$ cat config.mk
export PLATFORM = sky130hd
export DESIGN_NAME = fla_ram
export DESIGN_NICKNAME = d
export VERILOG_FILES = /design/src/hdl/fla_ram.sv
export SDC_FILE = /design/constraint.sdc
export NUM_CORES = 1
export LEC_CHECK = 0
export BUFFER_PORTS_ARGS = -buffer_cell sky130_fd_sc_hd__buf_2
export CAP_MARGIN = 20
export CORE_MARGIN = 1
export CORE_UTILIZATION = 60
export CTS_CLUSTER_DIAMETER = 40
export CTS_CLUSTER_SIZE = 30
export DETAILED_ROUTE_END_ITERATION = 8
export PLACE_DENSITY = 0.83
export SETUP_SLACK_MARGIN = 0.2
export SYNTH_ARGS = -nofsm -noshare
export SYNTH_HDL_FRONTEND = slang
export SYNTH_SLANG_ARGS = --single-unit
$ cat constraint.sdc
create_clock -name clk -period 3.8 [get_ports clk]
set_input_delay 0.95 -clock clk [delete_from_list [all_inputs] [get_ports clk]]
set_output_delay 0.95 -clock clk [all_outputs]
set_load 0.01 [all_outputs]
$ cat src/hdl/fla_ram.sv
// Generic simple dual-port RAM with one write port and a registered read port.
// Used for the link store of the allocator; no package dependencies.
module fla_ram #(
	parameter int WIDTH = 8,
	parameter int DEPTH = 16
) (
	input  logic                     clk,
	input  logic                     we,
	input  logic [$clog2(DEPTH)-1:0] waddr,
	input  logic [WIDTH-1:0]         wdata,
	input  logic [$clog2(DEPTH)-1:0] raddr,
	output logic [WIDTH-1:0]         rdata
);

	logic [WIDTH-1:0] mem [DEPTH];

	always_ff @(posedge clk) begin
		if (we) begin
			mem[waddr] <= wdata;
		end
		rdata <= mem[raddr];
	end

endmodule

==> impl_metrics.json, run 1 <==
{
  "status": "finished, final reports clean",
  "drt_first_pass_iters": 5,
  "clock_sinks": 136,
  "use_met2_pct": 38.2,
  "cts-buffers-inserted": 17,
  "grt_util_met1_pct": 37.2,
  "antenna_cells": 0,
  "clk_pin_slew_ps": 60,
  "async_flop_share_pct": 0,
  "wl_mm": 10.1,
  "power.density_nw_per_um2": 560,
  "fillers": 488,
  "final_cells": 386,
  "layout_common_cells": "edfxtp_1, buf_2, mux4_2",
  "hpwl_mm": 5.96,
  "stdcell_area_sq_um": 5910,
  "placed_cells": 354,
  "slew_violations": 0,
  "slew_headroom_pct": 29.5,
  "cts-resized-gates": 0,
  "start_util_pct": 62.3,
  "maxCapViolCount": 0,
  "finalCritPeriodShare_pct": 56.6,
  "crit_type": "input port to register",
  "postCtsSetupRepairBufs": 0,
  "hold_violations": 0,
  "die_area_sq_um": 8950,
  "rows": 33,
  "layout.nets": 286,
  "drive_gt1_share_pct": 28.5,
  "syn-num-nets": 247,
  "top_usage_layer": "met2",
  "ys_warn_count": 0,
  "crit_fanout": 20,
  "antenna_found_initial": 0,
  "core_area_sq_um": 8260,
  "cts_tree": "yes",
  "netlist_area_sq_um": 5150,
  "power_w": 0.00331,
  "numPortBuffers": 25,
  "finClkSkew_ps": 10.8,
  "ir_drop_v": 0.000332,
  "area_growth_pct": 14.9,
  "drtIter0Drc": 369,
  "io_pins": 26,
  "via_count": 2474,
  "holdCritPathClass": "register to register",
  "grt_start_max_net_pins": 33,
  "vias_per_cell": 6.41,
  "finalSetupTns_ps": 0,
  "antenna_left": 0,
  "seq_area_frac_synth_pct": 77.8,
  "worstSkewPairLatency_ps": 510,
  "rsz0062_at_grt": "no",
  "grtUsageMet3_pct": 6.52,
  "die_w_microns": 94.6,
  "arrival_ps": 2530,
  "crit_path_start_kind": "input port",
  "place_area_sq_um": 5370,
  "grt_pass1_vias": 2489,
  "ys_seq_elements": 136,
  "period_minus_slack_ps": 2150,
  "die_h_microns": 94.6,
  "cts_buffer_depth": 2,
  "ctsHoldBuffers": 0,
  "crit_required_ps": 4180,
  "clockRootBuffer": "clkbuf_8",
  "drc": 0,
  "syn_inst": 229,
  "gr-usage-all-layers_pct": 25.7,
  "wire_per_inst_microns": 26.1,
  "max_freq_ghz": 0.465,
  "grt_overflow_total": 0,
  "synth_ff_type": "edfxtp_1",
  "synth_edf_count": 128,
  "grt_pass1_wl_mm": 15.1,
  "layout_commonest_cell": "edfxtp_1",
  "setup_viol": 0,
  "syn_avg_cell_area_sq_um": 22.5,
  "leakage_nw": 1.99,
  "htree_levels": 4,
  "fin_util_pct": 71.6,
  "worstSetupEndpointType": "register",
  "yosysUniqueCellTypes": 19,
  "place.gp.congestion": 0.706,
  "worst_pin_slew_ps": 1050
}
## power by group
part	switching, W	total (W)	internal [W]
clock network	0.000607	0.00147	0.000865
registers	0.00000982	0.00169	0.00168
logic	0.0000919	0.000155	0.0000627
## cell usage after synthesis, types with 2 or more instances
master,instances,area share (%)
edfxtp_1,128,75
mux4_2,18,7.9
a22oi_1,16,2.3
mux4_1,14,7.1
nor2_1,13,0.95
nand2_1,9,0.66
dfxtp_1,8,3.1
nor3_1,4,0.39
buf_2,3,0.29
buf_6,3,0.66
clkdlybuf4s25_2,3,0.58
nand2b_1,2,0.24
nand3b_1,2,0.29
## critical path, stage by stage
cell and delay [ps]:
buf_2 390, buf_12 260, mux4_1 590, a22oi_1 230, nand2_1 100
## registers in the layout, summed over array words and instances, names as in the netlist
register / count
rdata: 8
mem: 128
## area by class of cell
| cell class | instances | area, sq um | share of cell area (%) |
|---|---|---|---|
| clock buffer | 17 | 414 | 7.00 |
| clock inverter | 15 | 133 | 2.24 |
| multi-input combinational | 83 | 1060 | 17.9 |
| sequential | 136 | 4000 | 67.7 |
| tap | 105 | 131 | 2.22 |
| timing repair buffer | 30 | 175 | 2.96 |
## kinds of logic (layout without fill, tap and decap cells)
group / count (synthesis) / in the layout / synth area share, %
buf+inv: 10 / 62 / 1.68
mux: 32 / 32 / 15.0
flops: 136 / 136 / 77.8
compound gates: 16 / 16 / 2.33
simple gates: 35 / 35 / 3.18
## worst paths after layout
path	startpoint	end	slack [ps]	cells past startpoint
hold reg to reg	mem[14][1]$_DFFE_PP_	rdata[1]$_DFF_P_	690	3
hold / removal	mem[14][1]$_DFFE_PP_	rdata[1]$_DFF_P_	690	3
setup / recovery	raddr[0]	rdata[3]$_DFF_P_	1650	5
setup reg to reg	mem[0][1]$_DFFE_PP_	rdata[1]$_DFF_P_	2390	3
## layer usage
layer,share of wire [%],wire length [microns],vias up
li1,-,-,1051
met1,40,3990,1271
met2,50,5070,143
met3,9.1,919,9
met4,0.93,94,0
met5,0,0,-
## metrics by stage
| step | worst slack, ps | hold slack [ps] |
|---|---|---|
| 5_1_grt | 1510 | 731 |
| 6_report | 1650 | 694 |
| 4_1_cts | 1640 | 699 |
| 3_3_place_gp | 1170 | 664 |
| 3_5_place_dp | 1100 | 680 |
| 2_1_floorplan | 1360 | 629 |
No activity file was read; power rests on OpenSTA's default activity.
==> run 2, diff against run 1 <==
--- a/config.mk
+++ b/config.mk
@@ -5,14 +5,15 @@
 export SDC_FILE = /design/constraint.sdc
 export NUM_CORES = 1
 export LEC_CHECK = 0
+export ABC_AREA = 1
 export BUFFER_PORTS_ARGS = -buffer_cell sky130_fd_sc_hd__buf_2
 export CAP_MARGIN = 20
 export CORE_MARGIN = 1
-export CORE_UTILIZATION = 60
+export CORE_UTILIZATION = 55
 export CTS_CLUSTER_DIAMETER = 40
 export CTS_CLUSTER_SIZE = 30
 export DETAILED_ROUTE_END_ITERATION = 8
-export PLACE_DENSITY = 0.83
+export PLACE_DENSITY = 0.8
 export SETUP_SLACK_MARGIN = 0.2
 export SYNTH_ARGS = -nofsm -noshare
 export SYNTH_HDL_FRONTEND = slang
==> constraint.sdc (replaced) <==
create_clock -name clk -period 1.88 [get_ports clk]
set_input_delay 0.47 -clock clk [delete_from_list [all_inputs] [get_ports clk]]
set_output_delay 0.47 -clock clk [all_outputs]
set_load 0.01 [all_outputs]
==> run 2 against run 1 <==
Final area up 14%. Sequential share of layout area decreased by 8.1 points. Area after synthesis up 12%. First-iteration DRC count is 14% lower. Clock skew fell by 2.8 ps. Largest cell class unchanged. Largest power group is now clock.
==> impl_metrics.json, run 2 <==
{
  "biggestRegsByFlops": "mem x128, rdata x8",
  "yosysMostFrequentCell": "nand2_1",
  "wire_per_inst_microns": 18.0,
  "grt_pass1_wl_mm": 21.4,
  "critPathMaxStageDelay_ps": 360,
  "yosysTopAreaCellShare_pct": 66.7,
  "ys_warn_count": 0,
  "synth.area.top_cells": "edfxtp_1, nand2_1, nand3_1",
  "maxCapViolCount": 0,
  "rsz0062_at_grt": "no",
  "grt_start_max_net_pins": 49,
  "r2r_end": "rdata[0]$_DFF_P_",
  "fin_util_pct": 65.7,
  "numPortBuffers": 25,
  "cts-buffers-inserted": 17,
  "hold_violations": 0,
  "top_register": "mem",
  "finClkSkew_ps": 8.00,
  "drtIter0Drc": 316,
  "cp_top_family": "flip-flops",
  "hpwl_mm": 7.79,
  "cts_buffer_depth": 2,
  "power.density_nw_per_um2": 1100,
  "rows": 37,
  "crit_fanout": 1,
  "syn_avg_cell_area_sq_um": 10.5,
  "ctsHoldBuffers": 0,
  "layout_common_cells": "nand2_1, edfxtp_1, inv_1",
  "finalSetupTns_ps": 0,
  "grt_pass1_vias": 4035,
  "ir_drop_v": 0.000644,
  "clock_sinks": 136,
  "die_w_microns": 104,
  "die_h_microns": 104,
  "leakage_nw": 2.95,
  "crit_buf_inv": 1,
  "hold_end": "rdata[7]$_DFF_P_",
  "syn-num-nets": 569,
  "vias_per_cell": 5.37,
  "slew_violations": 0,
  "crit_type": "register to primary output",
  "layout.nets": 610,
  "start_util_pct": 56.4,
  "wl_mm": 13.4,
  "synth_edf_count": 128,
  "reg2reg_from": "mem[0][0]$_DFFE_PP_",
  "synth_ff_type": "edfxtp_1",
  "netlist_area_sq_um": 5770,
  "crit_path_start_kind": "register",
  "antenna_found_initial": 0,
  "layout_commonest_cell": "nand2_1",
  "place.gp.congestion": 0.874,
  "arrival_ps": 1020,
  "slew_headroom_pct": 60.4,
  "crit_required_ps": 1410,
  "syn_inst": 551,
  "yosys-top-cells-count": "nand2_1, edfxtp_1, inv_1",
  "holdCritPathClass": "input port to register",
  "postCtsSetupRepairBufs": 0,
  "yosysUniqueCellTypes": 12,
  "drive_gt1_share_pct": 12.9,
  "via_count": 3977,
  "seq_area_frac_synth_pct": 69.4,
  "r2r_setup_slack_ps": 840,
  "worstSetupEndpointType": "primary output",
  "die_area_sq_um": 10900,
  "largest_reg_flops": 128,
  "worstHoldStart": "raddr[3]",
  "yosysTopAreaCell": "edfxtp_1",
  "gr-usage-all-layers_pct": 26.6,
  "dpl_worst_slack_ps": 161,
  "worstSkewPairLatency_ps": 520,
  "ys_seq_elements": 136,
  "core_area_sq_um": 10200,
  "htree_levels": 4,
  "period_minus_slack_ps": 1490,
  "hold_slack_ps": 317,
  "rr_worst_depth": 6,
  "drt_first_pass_iters": 5,
  "drc": 0,
  "setup_viol": 0,
  "clk_pin_slew_ps": 60,
  "worstPathCellList": "buf_2",
  "cp_slowest_cell": "dfxtp_1",
  "status": "finished, final reports clean",
  "clockRootBuffer": "clkbuf_8",
  "async_flop_share_pct": 0,
  "finalCritPeriodShare_pct": 79.1,
  "io_pins": 26,
  "area_growth_pct": 16.6,
  "whs_path_depth": 3,
  "grt_overflow_total": 0,
  "max_freq_ghz": 0.672,
  "fin_ws_ps": 393,
  "cts-resized-gates": 0,
  "worst_pin_slew_ps": 593,
  "antenna_left": 0,
  "cts_tree": "yes",
  "antenna_cells": 0
}
[run 2: power by group]
part | leakage (nW) | internal, W | total [W] | switching [W]
combinational | 1.41 | 0.000123 | 0.000428 | 0.000305
clock | 0.313 | 0.00236 | 0.00358 | 0.00122
sequential | 1.22 | 0.00339 | 0.00341 | 0.0000219
total | 2.95 | 0.00587 | 0.00742 | 0.00155
[run 2: area by class of cell]
| cell class | count | area, sq um |
|---|---|---|
| clock buffer | 20 | 445 |
| fill | 718 | 3510 |
| timing repair buffer | 46 | 308 |
| clock inverter | 12 | 198 |
| multi-input combinational | 289 | 1210 |
| inverter | 102 | 383 |
| tap | 136 | 170 |
| sequential | 136 | 4000 |
[run 2: stage by stage]
| step | instance area, sq um | std cells | power [W] |
|---|---|---|---|
| 2_1_floorplan | 5770 | 551 | 0.00372 |
| 3_3_place_gp | 6080 | 709 | 0.00387 |
| 3_5_place_dp | 6080 | 709 | 0.00389 |
| 4_1_cts | 6720 | 741 | 0.00744 |
| 5_1_grt | 6720 | 741 | 0.00762 |
| 6_report | 6720 | 741 | 0.00742 |
[run 2: worst max path at each step]
| stage | from | endpoint | cells after the start |
|---|---|---|---|
| 5_1_grt | rdata[1]$_DFF_P_ | rdata[1] | 1 |
| 4_1_cts | rdata[1]$_DFF_P_ | rdata[1] | 1 |
| 6_report | rdata[1]$_DFF_P_ | rdata[1] | 1 |
| 3_5_place_dp | raddr[2] | rdata[2]$_DFF_P_ | 5 |
| 3_3_place_gp | raddr[2] | rdata[5]$_DFF_P_ | 5 |
| 2_1_floorplan | waddr[2] | mem[10][0]$_DFFE_PP_ | 2 |
[run 2: cells by family after synthesis]
family | share of synthesized area [%]
simple gates | 21.0
flops | 69.4
buf+inv | 9.52
[run 2: worst register-to-register path: cells and delay by family, from the launching register on]
family | cells | cell delay, ps
simple gates | 5 | 470
flops | 1 | 390
buf+inv | 1 | 70
[run 2: layer usage]
layer | wire [microns] | GRT usage, % | up-vias
met1 | 5290 | 33.5 | 1891
met4 | 487 | 14.9 | 0
met3 | 884 | 5.20 | 38
met2 | 6690 | 43.3 | 197
li1 | - | - | 1851
met5 | 0 | 0 | -
==> run 3, diff against run 2 <==
--- a/config.mk
+++ b/config.mk
@@ -9,11 +9,11 @@
 export BUFFER_PORTS_ARGS = -buffer_cell sky130_fd_sc_hd__buf_2
 export CAP_MARGIN = 20
 export CORE_MARGIN = 1
-export CORE_UTILIZATION = 55
+export CORE_UTILIZATION = 60
 export CTS_CLUSTER_DIAMETER = 40
 export CTS_CLUSTER_SIZE = 30
 export DETAILED_ROUTE_END_ITERATION = 8
-export PLACE_DENSITY = 0.8
+export PLACE_DENSITY = 0.83
 export SETUP_SLACK_MARGIN = 0.2
 export SYNTH_ARGS = -nofsm -noshare
 export SYNTH_HDL_FRONTEND = slang
==> constraint.sdc (replaced) <==
create_clock -name clk -period 1.5 [get_ports clk]
set_input_delay 0.375 -clock clk [delete_from_list [all_inputs] [get_ports clk]]
set_output_delay 0.375 -clock clk [all_outputs]
set_load 0.01 [all_outputs]
==> run 3 against run 2 <==
Critical path depth unchanged. Power increased by 19%. Combinational power increased by 35%. Via count increased by 2.3%. Register-to-register slack got worse by 460 ps. Highest routed layer unchanged.
==> impl_metrics.json, run 3 (same netlist as run 2, synthesis figures left out) <==
{
  "status": "finished, final reports clean",
  "place_area_sq_um": 6150,
  "drive_gt1_share_pct": 15.5,
  "grt_start_max_net_pins": 34,
  "arrival_ps": 980,
  "antenna_found_initial": 0,
  "stdcell_area_sq_um": 6770,
  "rsz0062_at_grt": "yes",
  "die_area_sq_um": 10000,
  "wl_mm": 13.3,
  "cts_buffer_depth": 2,
  "gr-usage-all-layers_pct": 29.6,
  "crit_buf_inv": 1,
  "crit_type": "register to primary output",
  "antenna_cells": 0,
  "rows": 35,
  "start_util_pct": 62.1,
  "seq_area_sq_um": 4010,
  "ctsHoldBuffers": 0,
  "finalSetupTns_ps": 0,
  "drc": 0,
  "worstSkewPairLatency_ps": 520,
  "max_freq_ghz": 0.736,
  "die_w_microns": 100,
  "holdCritPathClass": "input port to register",
  "drtIter0Drc": 561,
  "layout_commonest_cell": "nand2_1",
  "maxCapViolCount": 0,
  "grt_overflow_total": 0,
  "worstSetupEndpointType": "primary output",
  "hold_end": "rdata[4]$_DFF_P_",
  "numPortBuffers": 25,
  "r2r_setup_slack_ps": 380,
  "finalCritPeriodShare_pct": 90.6,
  "crit_fanout": 1,
  "top_register": "mem",
  "cts-buffers-inserted": 17,
  "htree_levels": 4,
  "slew_headroom_pct": 73.3,
  "crit_required_ps": 1120,
  "biggestRegsByFlops": "mem x128, rdata x8",
  "finClkSkew_ps": 7.33,
  "largest_reg_flops": 128,
  "via_count": 4070,
  "layout.nets": 619,
  "vias_per_cell": 5.49,
  "worst_pin_slew_ps": 401,
  "placed_cells": 711,
  "worstHoldStart": "raddr[3]",
  "period_minus_slack_ps": 1360,
  "hold_violations": 0,
  "drt_first_pass_iters": 6,
  "fin_util_pct": 72.9,
  "die_h_microns": 100,
  "core_area_sq_um": 9280,
  "r2r_end": "rdata[5]$_DFF_P_",
  "clock_sinks": 136,
  "critPathMaxStageDelay_ps": 360,
  "setup_viol": 0,
  "cp_slowest_cell": "dfxtp_2",
  "clk_pin_slew_ps": 60,
  "reg2reg_from": "mem[11][5]$_DFFE_PP_",
  "layout_common_cells": "nand2_1, edfxtp_1, inv_1",
  "cp_top_family": "flip-flops",
  "wire_per_inst_microns": 18.0,
  "worstPathCellList": "buf_6",
  "final_cells": 742,
  "cts_tree": "yes",
  "slew_violations": 0,
  "hpwl_mm": 7.98,
  "fillers": 598,
  "antenna_left": 0,
  "power_w": 0.00880,
  "clockRootBuffer": "clkbuf_8",
  "place.gp.congestion": 0.859,
  "grt_pass1_wl_mm": 21.3,
  "multi_input_area_sq_um": 1210,
  "whs_path_depth": 3,
  "io_pins": 26,
  "grt_pass1_vias": 3961,
  "crit_path_start_kind": "register",
  "ir_drop_v": 0.00103,
  "power.density_nw_per_um2": 1300,
  "area_growth_pct": 17.4,
  "leakage_nw": 2.96,
  "rr_worst_depth": 6
}
run 3: cell count changes in the layout (fill, tap and decap cells not counted), sizes merged:
cell      previous run  this run
clkbuf              20        17
inv                103       104
buf                 46        55
bufinv               5         2
clkinvlp             1         5
run 3: layer usage:
layer / routed length, microns / global-route usage, % / vias to the layer above
met5: 0 / 0 / -
li1: - / - / 1874
met4: 387 / 10.8 / 0
met3: 1500 / 6.82 / 38
met1: 4940 / 41.1 / 1873
met2: 6500 / 46.7 / 285
run 3: cell type report:
cell class,instances,area share (%)
Tap cell,129,2.38
Clock buffer,17,6.12
Clock inverter,14,2.24
Multi-Input combinational cell,289,17.9
Timing Repair Buffer,55,6.38
Sequential cell,136,59.3
Inverter,102,5.66
run 3: worst register-to-register path, cell delays in order (launching register included):
cell and delay (ps):
edfxtp_1 370, inv_1 80, nand2_1 70, nand3_1 120
nand3_1 120, nand3_1 160, nand2_1 100
run 3: how the worst max path moves through the flow:
stage,from,endpoint,slack (ps),cells past startpoint
after CTS,rdata[2]$_DFF_P_,rdata[2],130,1
after global routing,rdata[7]$_DFF_P_,rdata[7],110,1
after global placement,raddr[0],rdata[7]$_DFF_P_,130,8
after detailed placement,raddr[0],rdata[5]$_DFF_P_,90,7
final,rdata[7]$_DFF_P_,rdata[7],140,1
after floorplan,waddr[2],mem[10][0]$_DFFE_PP_,170,2
run 3: power by group:
group / total [W] / switching [W] / internal [W]
Sequential: 0.00429 / 0.0000359 / 0.00425
Combinational: 0.000579 / 0.000383 / 0.000196
Clock: 0.00394 / 0.00157 / 0.00236
run 3: stage by stage:
step / hold slack, ps / worst slack [ps]
after floorplan: 474 / 174
after global placement: 652 / 129
after detailed placement: 646 / 89.3
after CTS: 199 / 134
after global routing: 226 / 113
final: 214 / 141
run 3: timing repair:
item                                    CTS  global route
gates resized for setup                  10             4
endpoints found under the hold margin     0             0
endpoints found under the setup margin    8             8
setup buffers                             0             0
